--- config.mk ---
export PLATFORM = sky130hd
export DESIGN_NAME = fixed_block_free_list_allocator_unit
export DESIGN_NICKNAME = d
export VERILOG_FILES = /design/src/rtl/core/fbfl_pkg.sv /design/src/rtl/core/fixed_block_free_list_allocator_unit.sv /design/src/rtl/core/fbfl_ram.sv
export SDC_FILE = /design/constraint.sdc
export NUM_CORES = 1
export LEC_CHECK = 0
export ABC_AREA = 1
export ABC_CLOCK_PERIOD_IN_PS = 5600
export BUFFER_PORTS_ARGS = -buffer_cell sky130_fd_sc_hd__buf_2
export CAP_MARGIN = 15
export CORE_UTILIZATION = 45
export DETAILED_ROUTE_END_ITERATION = 10
export GPL_TIMING_DRIVEN = 0
export HOLD_SLACK_MARGIN = 0.15
export PLACE_DENSITY = 0.69
export SLEW_MARGIN = 20
export SYNTH_ARGS = -nofsm -noshare
export SYNTH_HDL_FRONTEND = slang
export SYNTH_SLANG_ARGS = --single-unit
--- constraint.sdc ---
create_clock -name i_clk -period 5.6 [get_ports i_clk]
set_input_delay 1.12 -clock i_clk [delete_from_list [all_inputs] [get_ports i_clk]]
set_output_delay 1.12 -clock i_clk [all_outputs]
set_load 0.05 [all_outputs]
--- src/rtl/core/fbfl_pkg.sv ---
`timescale 1ns / 1ps
// ----------------------------------------------------------------------------
// fbfl_pkg
// Shared types and codes for the fixed block free list allocator.
// ----------------------------------------------------------------------------
package fbfl_pkg;

    localparam int DEF_BLOCK_COUNT = 32;

    localparam int IDX_W    = 5;
    localparam int CNT_W    = 6;
    localparam int STATUS_W = 2;

    // operation codes
    localparam logic OP_ALLOC = 1'b0;
    localparam logic OP_FREE  = 1'b1;

    // status codes
    localparam logic [STATUS_W-1:0] STS_ALLOCATED = 2'd0;
    localparam logic [STATUS_W-1:0] STS_EMPTY     = 2'd1;
    localparam logic [STATUS_W-1:0] STS_FREED     = 2'd2;

    typedef struct packed {
        logic             operation;
        logic [IDX_W-1:0] block_index;
    } t_alloc_req;

    typedef struct packed {
        logic [STATUS_W-1:0] status;
        logic [IDX_W-1:0]    granted_index;
        logic [CNT_W-1:0]    free_count;
        logic [CNT_W-1:0]    used_count;
    } t_alloc_rsp;

    typedef enum logic [1:0] {
        FSM_INIT,
        FSM_IDLE,
        FSM_POP
    } t_fsm_state;

endpackage

--- src/rtl/core/fixed_block_free_list_allocator_unit.sv ---
`timescale 1ns / 1ps
// Allocate from a non-empty pool passes through POP between input beat and
//   result register (the link read from the RAM, then the head update).
//   Free and empty-pool allocate write the result register directly.
// Throughput: a granting allocate holds off new beats while in POP; one item per
//   cycle for free and empty-pool allocate while the result side keeps draining.
// Reset: synchronous active low; afterwards the INIT state walks every entry and
//   writes the initial chain into the link RAM, and no beat is taken meanwhile.
// ----------------------------------------------------------------------------
// fixed_block_free_list_allocator_unit
// Pool allocator: free list of block indices held in a link RAM, head and
// free counter in registers.
// ----------------------------------------------------------------------------
module fixed_block_free_list_allocator_unit #(
    parameter int BLOCK_COUNT = fbfl_pkg::DEF_BLOCK_COUNT
) (
    input  logic                 i_clk,
    input  logic                 i_rst_n,
    input  logic                 i_in_valid,
    output logic                 o_in_ready,
    input  fbfl_pkg::t_alloc_req i_in_req,
    output logic                 o_out_valid,
    input  logic                 i_out_ready,
    output fbfl_pkg::t_alloc_rsp o_out_rsp
);

    import fbfl_pkg::*;

    // link values run 0..BLOCK_COUNT, BLOCK_COUNT meaning "none"
    localparam int LW = $clog2(BLOCK_COUNT + 1);
    localparam int AW = $clog2(BLOCK_COUNT);
    localparam logic [LW-1:0] LINK_NONE = LW'(BLOCK_COUNT);
    localparam logic [AW-1:0] LAST_IDX  = AW'(BLOCK_COUNT - 1);

    t_fsm_state r_state, n_state;
    logic [LW-1:0] r_head, n_head;
    logic [LW-1:0] r_free, n_free;
    logic [AW-1:0] r_init_idx, n_init_idx;
    logic          r_out_valid, n_out_valid;
    t_alloc_rsp    r_rsp, n_rsp;

    logic          accept;
    logic          out_free;
    logic          free_in_range;
    logic          ram_we;
    logic [AW-1:0] ram_waddr;
    logic [LW-1:0] ram_wdata;
    logic [LW-1:0] ram_rdata;

    // link RAM; read port always points at the current head
    fbfl_ram #(
        .WIDTH(LW),
        .DEPTH(BLOCK_COUNT)
    ) u_link_ram (
        .i_clk  (i_clk),
        .i_we   (ram_we),
        .i_waddr(ram_waddr),
        .i_wdata(ram_wdata),
        .i_raddr(AW'(r_head)),
        .o_rdata(ram_rdata)
    );

    // result slot is usable if empty or drained this cycle
    assign out_free   = !r_out_valid || i_out_ready;
    assign o_in_ready = (r_state == FSM_IDLE) && out_free;
    assign accept     = i_in_valid && o_in_ready;

    assign free_in_range = 32'(i_in_req.block_index) < 32'(BLOCK_COUNT);

    // next state
    always_comb begin
        n_state = r_state;
        case (r_state)
            FSM_INIT: begin
                if (r_init_idx == LAST_IDX) begin
                    n_state = FSM_IDLE;
                end
            end
            FSM_IDLE: begin
                // pop of a non-empty list goes through POP to wait for the link read
                if (accept && i_in_req.operation == OP_ALLOC && r_head < LINK_NONE) begin
                    n_state = FSM_POP;
                end
            end
            FSM_POP: begin
                n_state = FSM_IDLE;
            end
            default: begin
                n_state = FSM_INIT;
            end
        endcase
    end

    // datapath and RAM control
    always_comb begin
        n_head      = r_head;
        n_free      = r_free;
        n_init_idx  = r_init_idx;
        n_out_valid = r_out_valid && !i_out_ready;
        n_rsp       = r_rsp;
        ram_we      = 1'b0;
        ram_waddr   = AW'(i_in_req.block_index);
        ram_wdata   = r_head;

        case (r_state)
            FSM_INIT: begin
                // initial chain: entry i links i+1, last links none
                ram_we     = 1'b1;
                ram_waddr  = r_init_idx;
                ram_wdata  = LW'(r_init_idx) + LW'(1);
                n_init_idx = r_init_idx + AW'(1);
            end
            FSM_IDLE: begin
                if (accept) begin
                    if (i_in_req.operation == OP_FREE) begin
                        if (free_in_range) begin
                            ram_we = 1'b1;
                            n_head = LW'(i_in_req.block_index);
                            if (r_free < LINK_NONE) begin
                                n_free = r_free + LW'(1);
                            end
                        end
                        n_out_valid         = 1'b1;
                        n_rsp.status        = STS_FREED;
                        n_rsp.granted_index = i_in_req.block_index;
                        n_rsp.free_count    = CNT_W'(n_free);
                        n_rsp.used_count    = CNT_W'(LINK_NONE - n_free);
                    end else if (r_head >= LINK_NONE) begin
                        n_out_valid         = 1'b1;
                        n_rsp.status        = STS_EMPTY;
                        n_rsp.granted_index = '0;
                        n_rsp.free_count    = CNT_W'(r_free);
                        n_rsp.used_count    = CNT_W'(LINK_NONE - r_free);
                    end
                end
            end
            FSM_POP: begin
                // link of the old head is on the read port now
                n_head = ram_rdata;
                if (r_free != '0) begin
                    n_free = r_free - LW'(1);
                end
                n_out_valid         = 1'b1;
                n_rsp.status        = STS_ALLOCATED;
                n_rsp.granted_index = IDX_W'(r_head);
                n_rsp.free_count    = CNT_W'(n_free);
                n_rsp.used_count    = CNT_W'(LINK_NONE - n_free);
            end
            default: begin
                n_out_valid = 1'b0;
            end
        endcase
    end

    always_ff @(posedge i_clk) begin
        if (!i_rst_n) begin
            r_state     <= FSM_INIT;
            r_head      <= '0;
            r_free      <= LINK_NONE;
            r_init_idx  <= '0;
            r_out_valid <= 1'b0;
        end else begin
            r_state     <= n_state;
            r_head      <= n_head;
            r_free      <= n_free;
            r_init_idx  <= n_init_idx;
            r_out_valid <= n_out_valid;
        end
        r_rsp <= n_rsp;
    end

    assign o_out_valid = r_out_valid;
    assign o_out_rsp   = r_rsp;

endmodule

--- src/rtl/core/fbfl_ram.sv ---
`timescale 1ns / 1ps
// ----------------------------------------------------------------------------
// fbfl_ram
// Generic simple dual-port RAM, one write and one registered read port.
// ----------------------------------------------------------------------------
module fbfl_ram #(
    parameter int WIDTH = 8,
    parameter int DEPTH = 32
) (
    input  logic                     i_clk,
    input  logic                     i_we,
    input  logic [$clog2(DEPTH)-1:0] i_waddr,
    input  logic [WIDTH-1:0]         i_wdata,
    input  logic [$clog2(DEPTH)-1:0] i_raddr,
    output logic [WIDTH-1:0]         o_rdata
);

    logic [WIDTH-1:0] r_mem [DEPTH];
    logic [WIDTH-1:0] r_rdata;

    always_ff @(posedge i_clk) begin
        if (i_we) begin
            r_mem[i_waddr] <= i_wdata;
        end
        r_rdata <= r_mem[i_raddr];
    end

    assign o_rdata = r_rdata;

endmodule
Word level (Yosys, flattened, before mapping). Memories as Yosys holds them, arrays and structs flattened. A register that Yosys moved wholly into a read port is not among the register bits. Index checks and enable logic that the tools add are counted.

Output and inout bits: 21. Memories: 1. Bits of input ports: 10. Memory bits (writable): 192. Flip-flop bits (word level): 39.

Reductions and logical operators: 14. Muxes and demuxes: 30. $add $sub $neg: 7. Magnitude comparators: 3. Bitwise operators: 1. Equal/unequal tests: 8.

Memories: u_link_ram.r_mem (words 32, width 6, read ports 1, clocked after memory_dff 1, write ports 1, RTL line fbfl_ram.sv:18) `logic [WIDTH-1:0] r_mem [DEPTH];`.

Operator list (number): 2-to-1 mux 6 bit (11); 2-to-1 mux 19 bit (3); one-hot mux 19 bit (2 select lines) (1); one-hot mux 6 bit (2 select lines) (2); subtractor 6 bit (first input constant) (3); less-than comparator 6 bit (second input constant) (2); 2-to-1 mux 1 bit (7); adder 5 x 1 -> 6 bit (second input constant) (1); adder 6 x 1 -> 6 bit (second input constant) (1); >= comparator 6 bit (second input constant) (1); != test 2 bit (second input constant) (3); one-hot mux 2 bit (3 select lines) (1); AND reduction 3 bit (2); nonzero test 6 bit (1); subtractor 6 x 1 -> 6 bit (second input constant) (1); adder 5 x 1 -> 5 bit (second input constant) (1); == test 5 bit (second input constant) (1); logical AND 1 bit (5); 2-to-1 mux 5 bit (1); 2-to-1 mux 2 bit (2); != test 3 x 2 -> 1 bit (second input constant) (1); one-hot mux 1 bit (3 select lines) (1); == test 2 x 1 -> 1 bit (second input constant) (1); == test 2 bit (second input constant) (1); 8 further kinds (9).

Longest topological paths before layout. Gate-level depths: netlist of the first run.

Word-level depth: 10. Depth in mapped cells: 13. Gate-level depth less buffers: 13.

Hierarchy. From an unflattened synthesis of the first run, not the netlist that was laid out.

Cells, all modules: 1015. Area total of the unflattened synthesis: 10417.5 um^2.

Modules (own cells, without submodules): fbfl_ram (area an instance 8077.7 um^2, instances 1, seq. area each 5885.6 um^2, cells each 704); fixed_block_free_list_allocator_unit (area an instance 2339.7 um^2, instances 1, seq. area each 940.9 um^2, cells each 311).

Least setup slack after synthesis of the first run. No wires, ideal clock.

Path kind: input -> register. From: in i_out_ready. To: reg r_rsp, in the netlist o_out_rsp[10] (enable). Library setup time: 0.421 ns. Data required time: 5.179 ns. Slack: 2.416 ns. Arrival: 2.763 ns. Stages: 6. Cell sequence: inv_1 nand2_1 nand3_1 inv_1 nand2_1 a21boi_0.

Word-level cells in the longest chain between the ends: 5.

Ends and longest elaborated chain: start: declaration (RTL line fixed_block_free_list_allocator_unit.sv:23) `input logic i_out_ready,`; logical OR 1 bit (RTL line fixed_block_free_list_allocator_unit.sv:64) `assign out_free = !r_out_valid || i_out_ready;`; logical AND 1 bit (RTL line fixed_block_free_list_allocator_unit.sv:65) `assign o_in_ready = (r_state == FSM_IDLE) && out_free;`; logical AND 1 bit (RTL line fixed_block_free_list_allocator_unit.sv:66) `assign accept = i_in_valid && o_in_ready;`; != test 2 bit (no line); AND reduction 3 bit (no line); end signal: assignment (RTL line fixed_block_free_list_allocator_unit.sv:169) `r_rsp <= n_rsp;`; end: declaration (RTL line fixed_block_free_list_allocator_unit.sv:40) `t_alloc_rsp r_rsp, n_rsp;`.

No other way between the ends. A chain may end at the register's enable or synchronous reset.

Worst setup path in the final report of the first run.
From: reg r_state[0]. To: mem u_link_ram.r_mem[29][5] (netlist bit) (enable).

Word-level cells in the longest chain between the ends: 7. Elaborated cells on any way between the ends: 9. Classes of those cells: eq/ne: 1; mux: 5; reduce/logical: 3.

Ends and longest elaborated chain: start: declaration (RTL line fixed_block_free_list_allocator_unit.sv:35) `t_fsm_state r_state, n_state;`; start signal: assignment (RTL line fixed_block_free_list_allocator_unit.sv:163) `r_state <= n_state;`; == test 2 x 1 -> 1 bit (RTL line fixed_block_free_list_allocator_unit.sv:65, fixed_block_free_list_allocator_unit.sv:105); logical AND 1 bit (RTL line fixed_block_free_list_allocator_unit.sv:65); logical AND 1 bit (RTL line fixed_block_free_list_allocator_unit.sv:66); 2-to-1 mux 1 bit (RTL line fixed_block_free_list_allocator_unit.sv:114) `if (accept) begin`; one-hot mux 1 bit (2 select lines) (RTL line fixed_block_free_list_allocator_unit.sv:105) `case (r_state)`; 2-to-1 mux 1 bit (RTL line fbfl_ram.sv:22) `if (i_we) begin`; 2-to-1 mux 1 bit (implied by the code) (RTL line fbfl_ram.sv:23) `r_mem[i_waddr] <= i_wdata;`; end: declaration (RTL line fbfl_ram.sv:18).

Several ways; a longest one is shown, not always the timed one.

==> results of run 1 <==
-- worst reg2reg max path, delay by kind of cell (launching register included) --
family / cells / cell delay [ns]
and+or+nand+nor: 3 / 1.42
buffers and inverters: 5 / 0.61
DFF: 1 / 0.38
adders and majority gates: 1 / 0.21
AOI/OAI and AO/OA: 1 / 0.18
-- how the worst min path moves through the flow --
stage / startpoint / to / slack (ns)
2_1_floorplan: u_link_ram.o_rdata[2] / r_head[2] / 0.44
3_3_place_gp: u_link_ram.o_rdata[4] / r_head[4] / 0.45
3_5_place_dp: u_link_ram.o_rdata[4] / r_head[4] / 0.46
4_1_cts: u_link_ram.o_rdata[4] / r_head[4] / 0.47
5_1_grt: u_link_ram.o_rdata[4] / r_head[4] / 0.49
6_report: u_link_ram.o_rdata[4] / r_head[4] / 0.48
-- power by group through the flow --
| stage | Combinational, mW | Clock, mW | Sequential [mW] |
|---|---|---|---|
| 2_1_floorplan | 1.91 | 0 | 2.86 |
| 3_3_place_gp | 3.05 | 0 | 2.64 |
| 3_5_place_dp | 3.25 | 0 | 2.61 |
| 4_1_cts | 3.27 | 1.63 | 2.57 |
| 5_1_grt | 3.59 | 1.70 | 2.60 |
| 6_report | 3.31 | 1.62 | 2.57 |
-- cell type report --
cell class / count / area, sq um / share of cell area, %
plain buffers: 52 / 302 / 2.52
well taps: 285 / 357 / 2.97
clock inverters: 9 / 68.8 / 0.574
inverters: 47 / 186 / 1.56
flip-flops and latches: 236 / 6830 / 57.0
clock buffers: 38 / 747 / 6.23
multi-input cells: 663 / 3190 / 26.6
repair buffers: 37 / 314 / 2.62
-- flip-flops by register name, summed over array words and instances, names as in the netlist --
register            count
u_link_ram.r_mem      192
o_out_rsp              18
r_free                  6
r_head                  6
u_link_ram.o_rdata      6
r_init_idx              5
r_state                 2
o_out_valid             1
-- cells in the final DEF (no fill, tap or decap), types with 8 or more instances in the layout --
| cell | n |
|---|---|
| nand2_1 | 290 |
| edfxtp_1 | 210 |
| nor2_1 | 97 |
| nand3_1 | 71 |
| a21oi_1 | 64 |
| buf_2 | 55 |
| inv_1 | 37 |
| o21ai_0 | 37 |
| clkbuf_16 | 27 |
| dfxtp_1 | 26 |
| o31ai_1 | 24 |
| clkbuf_1 | 22 |
| o21ai_1 | 11 |
| ha_1 | 10 |
| buf_6 | 9 |
| a31oi_1 | 8 |
-- per-stage QoR --
step | hold slack, ns | std cells | cell area (sq um) | power, mW
floorplan | 0.436 | 998 | 10400 | 4.77
global placement | 0.451 | 1313 | 10900 | 5.69
detailed placement | 0.464 | 1320 | 11200 | 5.86
CTS | 0.472 | 1367 | 12000 | 7.47
global route | 0.492 | 1367 | 12000 | 7.89
finish | 0.477 | 1367 | 12000 | 7.50
-- per-layer routing --
metal  global-route usage, %  vias to the layer above  wire length [microns]
met5                       0                        -                      0
met4                    9.24                        0                    979
met3                    4.12                       72                   2190
met2                    36.5                      313                  12200
met1                    30.8                     3552                  11300
li1                        -                     3609                      -
-- cells by family after synthesis --
family | count (synthesis) | share of synthesized area, %
AOI/OAI and AO/OA | 168 | 9.20
xor gates and xnor gates | 1 | 0.0840
adders and majority gates | 10 | 1.20
buffers and inverters | 99 | 4.68
DFF | 236 | 65.5
and+or+nand+nor | 484 | 19.4
==> results.py, run 1 <==
metrics = {
    "outcome": {
        "status": "finished clean",
    },
    "pwr": {
        "seq_power_share_pct": 34.3,
        "sw_frac_of_total_pct": 41.9,
        "p_int_mw": 4.36,
        "combPwrFrac_pct": 44.1,
        "power.density_nw_per_um2": 626,
        "power_frac_clock_pct": 21.6,
        "power_switching_mw": 3.14,
        "ir_drop_v": 0.000283,
        "leakage_nw": 4.63,
    },
    "clocking": {
        "clock_latency_ns": 0.53,
        "clockBufferDepth": 3,
        "clk_root_buffer_cell": "clkbuf_16",
        "cts.repair.resized": 0,
        "ctsHoldBuffers": 0,
        "cts_tree": "built",
        "clk_pin_slew_worst_paths_ns": 0.06,
        "numCtsBuffers": 26,
        "clock_sinks": 236,
        "htree_levels": 1,
        "postCtsSetupBuffers": 0,
    },
    "yosys": {
        "synthDistinctLibCells": 41,
        "syn_area_per_cell_sq_um": 10.4,
        "yosys.area.top_type_share_pct": 60.5,
        "synthTopCellsByArea": "edfxtp_1, nand2_1, dfxtp_1",
        "ys_ff_latch": 236,
        "mappedNetlistArea_sq_um": 10400,
        "yosysTopAreaCell": "edfxtp_1",
        "synth_seq_area_share_pct": 65.5,
        "ys_warn_count": 0,
        "synth_edf_count": 210,
        "synth.most_common_cell": "nand2_1",
        "synthArstFlopShare_pct": 0,
        "synth_nets": 1018,
        "synthFlopType": "edfxtp_1",
        "synthCells": 998,
        "synth_commonest_cells": "nand2_1, edfxtp_1, nor2_1",
    },
    "flow_run": {
        "drv_cap": 0,
    },
    "floorplan": {
        "dieArea_sq_um": 23800,
        "core_sq_um": 22700,
        "die_y_microns": 154,
        "ioPinCount": 31,
        "die_w_microns": 154,
        "std_cell_rows": 55,
        "start_util_pct": 45.9,
    },
    "routing": {
        "firstDrtPassIters": 6,
        "drt_first_iter_violations": 719,
        "vias": 7546,
        "wl_per_cell_microns": 19.5,
        "drc_errors": 0,
        "ant_nets": 0,
        "wirelength_mm": 26.6,
        "vias_per_cell": 5.52,
    },
    "timing": {
        "drv_slew": 0,
        "fmax_mhz": 314,
        "period_share_pct": 56.8,
        "hold_viol_final": 0,
        "setup_viol": 0,
        "max_slew.worst_pin.slew_ns": 0.948,
        "finalClockSkew_ns": 0.0177,
        "max_slew_margin_pct": 36.8,
        "setup_tns_ns": 0,
        "setup_ws_ns": 2.42,
        "rsz0062_at_grt": "false",
        "finalCriticalPeriod_ns": 3.18,
    },
    "placement": {
        "place.detailed.hpwl_mm": 18.7,
        "routabilityCongestion": 0.929,
        "pre_cts_ws_ns": 2.33,
        "portBuffers": 30,
    },
    "finish": {
        "final.fill_count": 1955,
        "final_layout_size_suffix_gt1_share_pct": 13.3,
        "nets": 1083,
        "area_delta_synth_final_pct": 15.0,
        "antenna_cells": 0,
        "fin_util_pct": 52.8,
    },
    "worst_setup_path": {
        "rrSetupSlack_ns": 2.42,
        "crit_start": "r_state[0]",
        "cp.required_ns": 5.75,
        "cp_top_family": "simple AND/OR/NAND/NOR gates",
        "r2r-end": "u_link_ram.r_mem[29][5]",
        "worstReg2RegStart": "r_state[0]",
        "cp_common_cell": "inv_1",
        "reg2regPathDepth": 10,
        "critical_path_peak_fanout": 9,
        "path_depth": 10,
        "path_buf_inv": 5,
        "worstPathCellList": "inv_1 -> ha_1 -> buf_2 -> inv_1 -> nor2_1 -> inv_1 -> o21ai_0 -> inv_1 -> nand3_1 -> nor2_1",
        "slowest_stage": "nor2_1",
        "critPathMaxStageDelay_ns": 0.80,
        "crit_arrival_ns": 3.33,
        "crit_end": "u_link_ram.r_mem[29][5]",
        "critPathKind": "flip-flop to flip-flop",
        "critPathLaunchType": "flip-flop",
        "end_kind": "flip-flop",
    },
    "global_routing": {
        "antenna_found_initial": 0,
        "grtUsageTotal_pct": 22.8,
        "grt_max_degree": 31,
        "grt_pass1_wl_mm": 40.7,
        "grt_pass1_vias": 7282,
        "overflow": 0,
    },
    "worst_hold_path": {
        "hp-class": "flip-flop to flip-flop",
        "hold_depth": 2,
    },
}
Power figures use the tool's default switching activity.
==> inputs of run 2 (changes only) <==
--- a/config.mk
+++ b/config.mk
@@ -5,15 +5,15 @@
 export SDC_FILE = /design/constraint.sdc
 export NUM_CORES = 1
 export LEC_CHECK = 0
-export ABC_AREA = 1
-export ABC_CLOCK_PERIOD_IN_PS = 5600
+export ABC_AREA = 0
+export ABC_CLOCK_PERIOD_IN_PS = 2580
 export BUFFER_PORTS_ARGS = -buffer_cell sky130_fd_sc_hd__buf_2
 export CAP_MARGIN = 15
 export CORE_UTILIZATION = 45
 export DETAILED_ROUTE_END_ITERATION = 10
 export GPL_TIMING_DRIVEN = 0
 export HOLD_SLACK_MARGIN = 0.15
-export PLACE_DENSITY = 0.69
+export PLACE_DENSITY = 0.71
 export SLEW_MARGIN = 20
 export SYNTH_ARGS = -nofsm -noshare
 export SYNTH_HDL_FRONTEND = slang
==> constraint.sdc (replaced) <==
create_clock -name i_clk -period 2.58 [get_ports i_clk]
set_input_delay 0.516 -clock i_clk [delete_from_list [all_inputs] [get_ports i_clk]]
set_output_delay 0.516 -clock i_clk [all_outputs]
set_load 0.05 [all_outputs]
==> results.py, run 2 <==
metrics = {
    "routing": {
        "wirelength_mm": 22.8,
        "vias": 5911,
        "drt_first_iter_violations": 584,
        "firstDrtPassIters": 10,
        "ant_nets": 0,
        "wl_per_cell_microns": 22.9,
        "vias_per_cell": 5.94,
        "drc_errors": 2,
    },
    "global_routing": {
        "grt_max_degree": 33,
        "grt_pass1_vias": 5945,
        "grt_use_met2_pct": 34.4,
        "grtUsageTotal_pct": 19.9,
        "met1_usage_pct": 25.6,
        "grt_pass1_wl_mm": 34.8,
        "top_usage_layer": "met2",
        "overflow": 0,
        "grt_use_met3_pct": 3.41,
        "antenna_found_initial": 1,
    },
    "floorplan": {
        "std_cell_rows": 54,
        "dieArea_sq_um": 23300,
        "die_w_microns": 153,
        "die_y_microns": 153,
        "core_sq_um": 22000,
        "ioPinCount": 31,
        "start_util_pct": 46.3,
    },
    "yosys": {
        "synth.most_common_cell": "edfxtp_1",
        "mappedNetlistArea_sq_um": 10200,
        "yosysTopAreaCell": "edfxtp_1",
        "synth_nets": 658,
        "synth_edf_count": 210,
        "synthArstFlopShare_pct": 0,
        "synthDistinctLibCells": 56,
        "synthFlopType": "edfxtp_1",
        "synth_seq_area_share_pct": 66.9,
        "synthTopCellsByArea": "edfxtp_1, mux4_2, dfxtp_1",
        "ys_warn_count": 0,
        "synthCells": 638,
        "synth_commonest_cells": "edfxtp_1, mux4_2, nor2_1",
        "syn_area_per_cell_sq_um": 16.0,
        "ys_ff_latch": 236,
        "yosys.area.top_type_share_pct": 61.8,
    },
    "timing": {
        "hold_viol_final": 0,
        "fin_worst_hold_slack_ns": 0.355,
        "max_slew.worst_pin.slew_ns": 0.922,
        "finalCriticalPeriod_ns": 2.52,
        "rsz0062_at_grt": "true",
        "fmax_mhz": 397,
        "drv_slew": 0,
        "period_share_pct": 97.6,
        "setup_viol": 0,
        "finalClockSkew_ns": 0.0155,
        "max_slew_margin_pct": 38.5,
        "setup_tns_ns": 0,
    },
    "worst_setup_path": {
        "crit_arrival_ns": 2.94,
        "critPathLaunchType": "flip-flop",
        "critPathKind": "flip-flop to flip-flop",
        "cp.required_ns": 3.00,
        "end_kind": "flip-flop",
        "critical_path_peak_fanout": 10,
    },
    "pwr": {
        "power.density_nw_per_um2": 804,
        "p_int_mw": 7.04,
        "power_frac_clock_pct": 35.2,
        "sw_frac_of_total_pct": 26.2,
        "combPwrFrac_pct": 15.7,
        "power_switching_mw": 2.51,
        "leakage_nw": 3.94,
        "ir_drop_v": 0.000442,
        "seq_power_share_pct": 49.2,
    },
    "outcome": {
        "status": "finished with violations",
        "violations": "design-rule violations",
    },
    "flow_run": {
        "drv_cap": 0,
    },
    "clocking": {
        "cts_tree": "built",
        "ctsHoldBuffers": 0,
        "clock_latency_ns": 0.54,
        "htree_levels": 1,
        "clk_pin_slew_worst_paths_ns": 0.06,
        "numCtsBuffers": 24,
        "clockBufferDepth": 3,
        "clock_sinks": 236,
        "clk_root_buffer_cell": "clkbuf_16",
    },
    "finish": {
        "area_delta_synth_final_pct": 16.5,
        "largest_reg_flops": 192,
        "nets": 717,
        "final.fill_count": 1705,
        "final_common_cell": "edfxtp_1",
        "final_cell_mix": "edfxtp_1, mux4_2, nand2_1, buf_2, clkbuf_1",
        "final_layout_size_suffix_gt1_share_pct": 29.0,
        "largest-register": "u_link_ram.r_mem",
    },
    "placement": {
        "portBuffers": 29,
        "routabilityCongestion": 0.932,
        "place.detailed.hpwl_mm": 15.1,
    },
    "worst_hold_path": {
        "hp-class": "input port to flip-flop",
    },
}
-- run 2: cell types whose count changed after synthesis, sizes merged, moves of 29 or more --
cell,previous run,this run
o21ai,54,23
inv,45,16
a21oi,64,10
nor2,103,49
nand3,75,9
nand2,296,48
mux4,0,60
-- run 2: cell families (layout without fill, tap and decap cells) --
group	after synthesis	count (layout)	synth area share, %
buffers and inverters	59	134	2.52
other	0	1	0
xor gates and xnor gates	21	21	1.80
and+or+nand+nor	157	157	7.28
adders and majority gates	10	10	1.23
DFF	236	236	66.9
muxes	76	76	14.9
AOI/OAI and AO/OA	79	80	5.31
-- run 2: path summary, 6_finish.rpt --
check / start / endpoint / slack (ns) / cells after the start
max: r_head[1] / u_link_ram.o_rdata[0] / 0.06 / 5
max reg2reg: r_head[1] / u_link_ram.o_rdata[0] / 0.06 / 5
min reg2reg: r_state[0] / r_state[0] / 0.56 / 2
min: i_rst_n / r_free[5] / 0.35 / 3
-- run 2: final cells by class --
cell class              count  area [sq um]  area share (%)
clock inverters            11           129            1.08
clock buffers              32           631            5.31
diodes                      1          2.50          0.0211
repair buffers             34           230            1.94
multi-input cells         344          3440            29.0
well taps                 280           350            2.95
plain buffers              40           201            1.70
flip-flops and latches    236          6830            57.5
inverters                  17          68.8           0.579
-- run 2: metrics by stage --
step | area [sq um] | power (mW) | setup slack [ns] | cells | utilization, %
2_1_floorplan | 10200 | 5.54 | -0.469 | 638 | -
3_3_place_gp | 10700 | 5.95 | -2.25 | 947 | 48.6
3_5_place_dp | 10800 | 6.10 | -0.659 | 950 | 49.2
4_1_cts | 11800 | 9.56 | 0.0197 | 995 | 53.7
5_1_grt | 11900 | 9.80 | -0.0165 | 994 | 53.9
6_report | 11900 | 9.55 | 0.0630 | 995 | 53.9
-- run 2: metal layers --
| metal | routed length [microns] | share of wire, % | up-vias |
|---|---|---|---|
| met3 | 1390 | 6.1 | 44 |
| met1 | 9270 | 41 | 3033 |
| met2 | 11500 | 50 | 241 |
| met4 | 648 | 2.8 | 0 |
| met5 | 0 | 0 | - |
| li1 | - | - | 2593 |
-- run 2: power groups by stage --
stage,Sequential [mW],Clock [mW],Combinational [mW]
2_1_floorplan,4.84,0,0.693
3_3_place_gp,4.80,0,1.15
3_5_place_dp,4.78,0,1.32
4_1_cts,4.69,3.40,1.47
5_1_grt,4.71,3.53,1.56
6_report,4.69,3.36,1.49
-- run 2: critical path: stages, from the launching register on --
cell and delay (ns):
dfxtp_1 0.31, clkbuf_1 0.27, clkbuf_1 0.59, mux4_2 0.42, mux4_2 0.52, mux2_2 0.29
-- run 2: repair_timing --
| item | in CTS | in global routing |
|---|---|---|
| setup endpoints to repair | 360 | 264 |
| cloned | 1 | 0 |
| resized for setup | 69 | 16 |
| setup buffers | 2 | 0 |
